<file path="src/hw/rtl/rgbhsv_pkg.sv">
package rgbhsv_pkg;

  // channel and result widths
  localparam int CH_W   = 8;
  localparam int HUE_W  = 9;
  localparam int NUM_W  = 2 * CH_W;

  // quotient bits of both divisions, and the default bits resolved per stage
  localparam int DIV_BITS      = CH_W;
  localparam int DIV_STEPS_DEF = 2;

  // hue constants in degrees
  localparam logic [HUE_W-1:0] HUE_GREEN_BASE = 9'd120;
  localparam logic [HUE_W-1:0] HUE_BLUE_BASE  = 9'd240;
  localparam logic [HUE_W-1:0] HUE_FULL       = 9'd360;

  // channel holding the maximum, red checked first
  typedef enum logic [1:0] {
    SEC_RED,
    SEC_GREEN,
    SEC_BLUE
  } sector_t;

  // per-pixel data that rides alongside the dividers
  typedef struct packed {
    sector_t          sector;
    logic             neg;
    logic             grey;
    logic [CH_W-1:0]  mx;
  } side_t;

  // front end word handed to the dividers
  typedef struct packed {
    logic             valid;
    logic [NUM_W-1:0] sat_num;
    logic [NUM_W-1:0] hue_num;
    logic [CH_W-1:0]  delta;
    side_t            side;
  } front_t;

endpackage

</file>
<file path="src/hw/rtl/rgbhsv_front.sv">
module rgbhsv_front
  import rgbhsv_pkg::*;
(
  input  logic             clk,
  input  logic             rst,
  input  logic             in_valid,
  input  logic [CH_W-1:0]  red,
  input  logic [CH_W-1:0]  green,
  input  logic [CH_W-1:0]  blue,
  output front_t           front
);

  logic [CH_W-1:0] mx_c, mn_c, rg_max, rg_min, opa_c, opb_c;
  sector_t         sector_c;

  // stage a registers
  logic            a_valid;
  logic [CH_W-1:0] a_mx;
  logic [CH_W-1:0] a_delta;
  logic [CH_W-1:0] a_mag;
  logic            a_neg;
  sector_t         a_sector;

  logic [NUM_W-1:0] sat_num_c, hue_num_c;

  // max, min and hue sector
  always_comb begin
    rg_max = (red > green) ? red : green;
    rg_min = (red < green) ? red : green;
    mx_c   = (blue > rg_max) ? blue : rg_max;
    mn_c   = (blue < rg_min) ? blue : rg_min;
    if (red == mx_c) begin
      sector_c = SEC_RED;
    end else if (green == mx_c) begin
      sector_c = SEC_GREEN;
    end else begin
      sector_c = SEC_BLUE;
    end
  end

  // operands of the signed hue difference
  always_comb begin
    case (sector_c)
      SEC_RED: begin
        opa_c = green;
        opb_c = blue;
      end
      SEC_GREEN: begin
        opa_c = blue;
        opb_c = red;
      end
      default: begin
        opa_c = red;
        opb_c = green;
      end
    endcase
  end

  // stage a: extremes, delta, difference as sign and magnitude
  always_ff @(posedge clk) begin
    if (rst) begin
      a_valid <= 1'b0;
    end else begin
      a_valid <= in_valid;
    end
    a_mx     <= mx_c;
    a_delta  <= mx_c - mn_c;
    a_sector <= sector_c;
    a_neg    <= opa_c < opb_c;
    a_mag    <= (opa_c < opb_c) ? (opb_c - opa_c) : (opa_c - opb_c);
  end

  // numerators: delta*255 and |diff|*60 by shift and subtract
  assign sat_num_c = {a_delta, {CH_W{1'b0}}} - {{CH_W{1'b0}}, a_delta};
  assign hue_num_c = {2'b00, a_mag, 6'b000000} - {6'b000000, a_mag, 2'b00};

  // stage b
  always_ff @(posedge clk) begin
    if (rst) begin
      front.valid <= 1'b0;
    end else begin
      front.valid <= a_valid;
    end
    front.sat_num     <= sat_num_c;
    front.hue_num     <= hue_num_c;
    front.delta       <= a_delta;
    front.side.sector <= a_sector;
    front.side.neg    <= a_neg;
    front.side.grey   <= a_delta == '0;
    front.side.mx     <= a_mx;
  end

endmodule

</file>
<file path="src/hw/rtl/rgbhsv_div.sv">
module rgbhsv_div
  import rgbhsv_pkg::*;
#(
  parameter int STEPS = DIV_STEPS_DEF
)
(
  input  logic             clk,
  input  logic             rst,
  input  logic             in_valid,
  input  logic [NUM_W-1:0] num,
  input  logic [CH_W-1:0]  den,
  output logic             out_valid,
  output logic [CH_W-1:0]  quo
);

  // restoring division, STEPS quotient bits per stage; the caller
  // guarantees num[15:8] < den so the quotient fits in 8 bits
  localparam int NST = DIV_BITS / STEPS;

  logic [CH_W-1:0] rem_s [NST+1];
  logic [CH_W-1:0] low_s [NST+1];
  logic [CH_W-1:0] den_s [NST+1];
  logic            vld_s [NST+1];

  assign rem_s[0] = num[NUM_W-1:CH_W];
  assign low_s[0] = num[CH_W-1:0];
  assign den_s[0] = den;
  assign vld_s[0] = in_valid;

  for (genvar g = 0; g < NST; g++) begin : g_stage
    logic [CH_W-1:0] rem_next;
    logic [CH_W-1:0] low_next;
    logic [CH_W-1:0] stage_rem;
    logic [CH_W-1:0] stage_low;
    logic [CH_W-1:0] stage_den;
    logic            stage_vld;

    // shift in one numerator bit, subtract when it fits
    always_comb begin
      logic [CH_W:0]   trial;
      logic [CH_W-1:0] r;
      logic [CH_W-1:0] l;
      r = rem_s[g];
      l = low_s[g];
      for (int k = 0; k < STEPS; k++) begin
        trial = {r, l[CH_W-1]};
        if (trial >= {1'b0, den_s[g]}) begin
          r = CH_W'(trial - {1'b0, den_s[g]});
          l = {l[CH_W-2:0], 1'b1};
        end else begin
          r = trial[CH_W-1:0];
          l = {l[CH_W-2:0], 1'b0};
        end
      end
      rem_next = r;
      low_next = l;
    end

    always_ff @(posedge clk) begin
      if (rst) begin
        stage_vld <= 1'b0;
      end else begin
        stage_vld <= vld_s[g];
      end
      stage_rem <= rem_next;
      stage_low <= low_next;
      stage_den <= den_s[g];
    end

    assign vld_s[g+1] = stage_vld;
    assign rem_s[g+1] = stage_rem;
    assign low_s[g+1] = stage_low;
    assign den_s[g+1] = stage_den;
  end

  assign out_valid = vld_s[NST];
  assign quo       = low_s[NST];

endmodule

</file>
<file path="src/hw/rtl/rgb_to_hsv_converter_unit.sv">
// rgb to hsv converter, one 8-bit rgb pixel in, one hue/saturation/value word out
// path: front-end stage a, front-end stage b, the divider stages, then the output register;
// done is high while the word is on the outputs, and the word is taken at the edge that ends it
// throughput: one pixel per clock; busy is high only while rst is high
// the depth is set by the two restoring dividers, DIV_STEPS quotient bits per stage
// rst (synchronous) empties the pipeline; the receiver cannot stall, done is a strobe
module rgb_to_hsv_converter_unit
  import rgbhsv_pkg::*;
#(
  parameter int DIV_STEPS = DIV_STEPS_DEF
)
(
  input  logic              clk,
  input  logic              rst,
  input  logic              start,
  output logic              busy,
  input  logic [CH_W-1:0]   red,
  input  logic [CH_W-1:0]   green,
  input  logic [CH_W-1:0]   blue,
  output logic              done,
  output logic [HUE_W-1:0]  hue,
  output logic [CH_W-1:0]   saturation,
  output logic [CH_W-1:0]   brightness
);

  localparam int NST = DIV_BITS / DIV_STEPS;
  localparam int LAT = NST + 3;

  front_t          front;
  logic            sat_valid, hue_valid;
  logic [CH_W-1:0] sat_q, hue_q;
  side_t           side_s [NST];
  side_t           side_o;
  logic [HUE_W-1:0] hue_c;
  logic [HUE_W-1:0] q9;

  assign busy = rst;

  rgbhsv_front u_front (
    .clk      (clk),
    .rst      (rst),
    .in_valid (start && !busy),
    .red      (red),
    .green    (green),
    .blue     (blue),
    .front    (front)
  );

  // saturation divider: delta*255 / max
  rgbhsv_div #(.STEPS(DIV_STEPS)) u_div_sat (
    .clk       (clk),
    .rst       (rst),
    .in_valid  (front.valid),
    .num       (front.sat_num),
    .den       (front.side.mx),
    .out_valid (sat_valid),
    .quo       (sat_q)
  );

  // hue divider: |diff|*60 / delta
  rgbhsv_div #(.STEPS(DIV_STEPS)) u_div_hue (
    .clk       (clk),
    .rst       (rst),
    .in_valid  (front.valid),
    .num       (front.hue_num),
    .den       (front.delta),
    .out_valid (hue_valid),
    .quo       (hue_q)
  );

  // sideband delay matching the dividers
  always_ff @(posedge clk) begin
    side_s[0] <= front.side;
    for (int i = 1; i < NST; i++) begin
      side_s[i] <= side_s[i-1];
    end
  end

  assign side_o = side_s[NST-1];
  assign q9     = {1'b0, hue_q};

  // hue from sector base and truncated quotient, wrapped into 0..359
  always_comb begin
    case (side_o.sector)
      SEC_RED: begin
        if (side_o.neg && hue_q != '0) begin
          hue_c = HUE_FULL - q9;
        end else begin
          hue_c = q9;
        end
      end
      SEC_GREEN: hue_c = side_o.neg ? (HUE_GREEN_BASE - q9) : (HUE_GREEN_BASE + q9);
      default:   hue_c = side_o.neg ? (HUE_BLUE_BASE - q9) : (HUE_BLUE_BASE + q9);
    endcase
  end

  // output word, grey and black forced to zero hue and saturation
  always_ff @(posedge clk) begin
    if (rst) begin
      done <= 1'b0;
    end else begin
      done <= sat_valid;
    end
    hue        <= side_o.grey ? '0 : hue_c;
    saturation <= side_o.grey ? '0 : sat_q;
    brightness <= side_o.mx;
  end

  // both dividers move in lockstep
  a_div_lockstep: assert property (@(posedge clk) disable iff (rst)
    sat_valid == hue_valid)
    else $error("divider valids out of step");

  // every accepted word comes out after the fixed latency
  a_latency: assert property (@(posedge clk) disable iff (rst)
    (start && !busy) |-> ##LAT done)
    else $error("accepted word not delivered on time");

  // no word appears without an accept
  a_no_spurious: assert property (@(posedge clk) disable iff (rst)
    done |-> $past(start && !busy, LAT))
    else $error("result word without an accepted input");

  // hue stays within one turn
  a_hue_range: assert property (@(posedge clk) disable iff (rst)
    done |-> hue < HUE_FULL)
    else $error("hue out of range");

  // zero saturation only for grey or black, which has zero hue
  a_grey_hue: assert property (@(posedge clk) disable iff (rst)
    (done && saturation == '0) |-> hue == '0)
    else $error("grey pixel with nonzero hue");

endmodule

</file>
<file path="config.mk">
export PLATFORM = sky130hd
export DESIGN_NAME = rgb_to_hsv_converter_unit
export DESIGN_NICKNAME = d
export VERILOG_FILES = /design/src/hw/rtl/rgbhsv_pkg.sv /design/src/hw/rtl/rgbhsv_front.sv /design/src/hw/rtl/rgbhsv_div.sv /design/src/hw/rtl/rgb_to_hsv_converter_unit.sv
export SDC_FILE = /design/constraint.sdc
export NUM_CORES = 1
export LEC_CHECK = 0
export ABC_CLOCK_PERIOD_IN_PS = 7400
export BUFFER_PORTS_ARGS = -buffer_cell sky130_fd_sc_hd__buf_2
export CORE_ASPECT_RATIO = 0.5
export CORE_MARGIN = 3
export CORE_UTILIZATION = 57
export CTS_BUF_LIST = sky130_fd_sc_hd__clkbuf_2
export DETAILED_ROUTE_END_ITERATION = 8
export HOLD_SLACK_MARGIN = 0.15
export PLACE_DENSITY_LB_ADDON = 0.25
export SLEW_MARGIN = 0
export SYNTH_ARGS = -nofsm -noshare
export SYNTH_HDL_FRONTEND = slang
export SYNTH_SLANG_ARGS = --single-unit
</file>
<file path="constraint.sdc">
create_clock -name clk -period 7.4 [get_ports clk]
set_input_delay 0.37 -clock clk [delete_from_list [all_inputs] [get_ports clk]]
set_output_delay 0.37 -clock clk [all_outputs]
set_load 0.005 [all_outputs]
</file>
==> results.md <==
* Synth unique cells at slightly above 80
* Drt pass-1 iters at 7
* Area share of the largest cell type after synthesis at 0.349
* Dpl cell area at 16,700 sq um
* Commonest register cell after synthesis: dfxtp_1
* Max-cap viol count at 0
* WL final at 36,400 um
* Yosys warnings at 0
* Hold Crit Class: input port to flip-flop
* Post-CTS Setup Bufs at 0
* CTS tree: yes
* Starting DRT DRC Count at 793
* Maximum number of pins on one net before global-route repair at 23
* Max_slew headroom at 0.423
* Fin crit share at 0.917
* Total congestion overflow at 0
* Final #Nets at 2,044
* Clock-pin slew on the worst setup and hold paths at 110 ps
* Commonest cells post-synth: dfxtp_1 (282), ha_1 (192), inv_1 (175), a21oi_1 (116), o21ai_0 (104)
* Status: finished, final reports clean
* Row count at 42
* Layout cell share with drive strength beyond 1 at 0.163
* DR vias/cell at 5.62
* Critical Path AT at 7530 ps
* H-tree depth at 2
* Die height at 125 um
* Post-DP HPWL at around 28,000 um
* Vias in the first global route at 12,400
* Final setup vio count at 0
* Cell taking the most area after synthesis: dfxtp_1
* Latest clock arrival within the worst-skew pair at 890 ps
* Endpoint class of the critical path: flip-flop
* Top cell by count, worst path: ha_1
* Hold Vio Cnt, Final at 0
* # DRC at 0
* Async set-reset flop share out of synthesis at 0
* Total CTS buffers at 59
* Die W at 244 um
* Worst r2r path cells at 19
* Critical path's slowest cell: o211a_1
* Hold Buf Count CTS at 21
* R2r startpoint: u_front.front[1]
* Die ar. at 30,600 sq um
* Finished layout cell area at 17,500 sq um
* GRT Resource Usage Total at 0.236
* CP endpoint: u_front.a_mag[3]
* Number of port buffers at 53
* Net count after synthesis at 1,946
* Post-synthesis register bit count at 282
* Worst clock skew at around 84 ps
* Achievable Freq at between 100 and 150 MHz
* CTS Sinks at 282
* CP startpoint: green[4]
* Tmin final at 6780 ps
* Initial antenna violation count at 1
* Netlist Area Pre-Place at 16,200 sq um
* Setup CP Type: input port to flip-flop
* Total negative setup slack at 0 ps
* Worst R2R End: u_div_sat.g_stage[0].stage_rem[7]
* Slew @ Worst Pin at 863 ps
* Core area at 27,200 sq um
* Synth Instances at ~1,700
* CP peak stage delay at 630 ps
* Synth area leaders: dfxtp_1 (35%), ha_1 (15%), mux2_2 (6.3%), inv_1 (4.1%), xnor2_1 (3.8%)
* Num ports at 54
* Number of flops mapped to enable cells by yosys at 0
* Startpoint Class: input port
* Vias at 12,500
* Final Max Tran Viols at 0
* Clock Path Buffers at 3
* Unrepaired setup endpoints after global routing: no
* Sequential-to-total area share from yosys stat at 0.349
* First-pass GRT wire length at 59,900 um
* Top-count cell post-synth: dfxtp_1
* Worst hold slack at 218 ps
* Resized Gates After CTS at 0
* Worst EP required at ~8100 ps
* RD Place Congestion at 0.934
* Post-DR wirelength/cell at 16.4 um
* Initial Util at 0.596
* Clk root buf: clkbuf_2
* Reg2reg setup slack at around 2200 ps
* Area grow syn2layout at 7.92%
* Final ANT Viol Nets at 0
* Syn_area_per_cell at between 9 and 10 sq um
* Worst Path Max Fanout at 17
[metrics by stage]
step | utilization | worst slack [ps] | instances
floorplan | - | 1230 | 1710
detailed placement | 0.616 | 349 | 2100
CTS | 0.643 | 755 | 2220
global placement | 0.616 | 589 | 2100
global route | 0.643 | 233 | 2221
finish | 0.643 | 616 | 2221
[area by class of cell]
class                           instances  area, sq um
Fill cell                            2239         9700
Multi-Input combinational cell       1203         9620
Sequential cell                       282         5650
Inverter                              175          657
Timing Repair Buffer                   87          573
Tap cell                              374          468
Clock buffer                           82          410
Clock inverter                         17         95.1
Antenna cell                            1         2.50
[cells in the final DEF (no fill, tap or decap), types with 21 or more instances in the layout]
master,count
o22ai_1,28
inv_1,175
nand4_1,26
a21boi_0,25
nor2b_1,46
nor2_1,93
mux2_2,90
xnor2_1,71
buf_2,53
ha_1,192
a21o_1,27
nor3_1,28
dfxtp_1,282
a21oi_1,116
nand2_1,69
dlygate4sd3_1,21
o21ai_0,104
xor2_1,37
mux2i_1,27
clkbuf_2,82
[kinds of logic after synthesis]
group                    count (synthesis)  share of synthesized area
flip-flops                             282                      0.349
buffers and inverters                  225                     0.0571
AND/OR/NAND/NOR                        343                      0.108
XOR/XNOR                               108                     0.0584
multiplexers                           121                     0.0823
AO/OA/AOI/OAI                          422                      0.176
adder cells (fa/ha/maj)                209                      0.169
[state kept, by name (all words and copies together) (netlist names), 9 cells and up]
name and count:
u_div_hue.g_stage.stage_rem 24, side_s 48, u_div_hue.g_stage.stage_low 18, u_div_sat.g_stage.stage_rem 24
u_div_hue.g_stage.stage_den 24, hue 9, u_div_sat.g_stage.stage_low 21, u_front.front 49
[worst max-delay path, delay by kind of cell]
family	cells	cell delay, ps
xor gates and xnor gates	1	150
adders and majority gates	4	1260
buffers and inverters	6	1410
AOI/OAI and AO/OA	11	2920
and+or+nand+nor	6	880
muxes	2	500
[how the worst min path moves through the flow]
stage / start / to / slack [ps] / cells past startpoint
3_5_place_dp: u_div_hue.g_stage[2].stage_low[0] / u_div_hue.quo[2] / 310 / 0
5_1_grt: blue[5] / u_front.a_mx[5] / 160 / 3
3_3_place_gp: side_s[3][2] / brightness[2] / 310 / 0
6_report: green[0] / u_front.a_mag[0] / 220 / 4
4_1_cts: blue[5] / u_front.a_mx[5] / 150 / 3
2_1_floorplan: side_s[3][0] / brightness[0] / 310 / 0
[metal layers]
layer	GRT usage	routed length (um)	vias to the layer above
met5	0	0	-
met4	0.0736	826	0
met3	0.0379	1800	72
met2	0.395	16800	347
met1	0.313	16900	5875
li1	-	-	6199
Power is not shown: default switching activity piles up to over one toggle a cycle in this logic, so the estimate is an artifact.
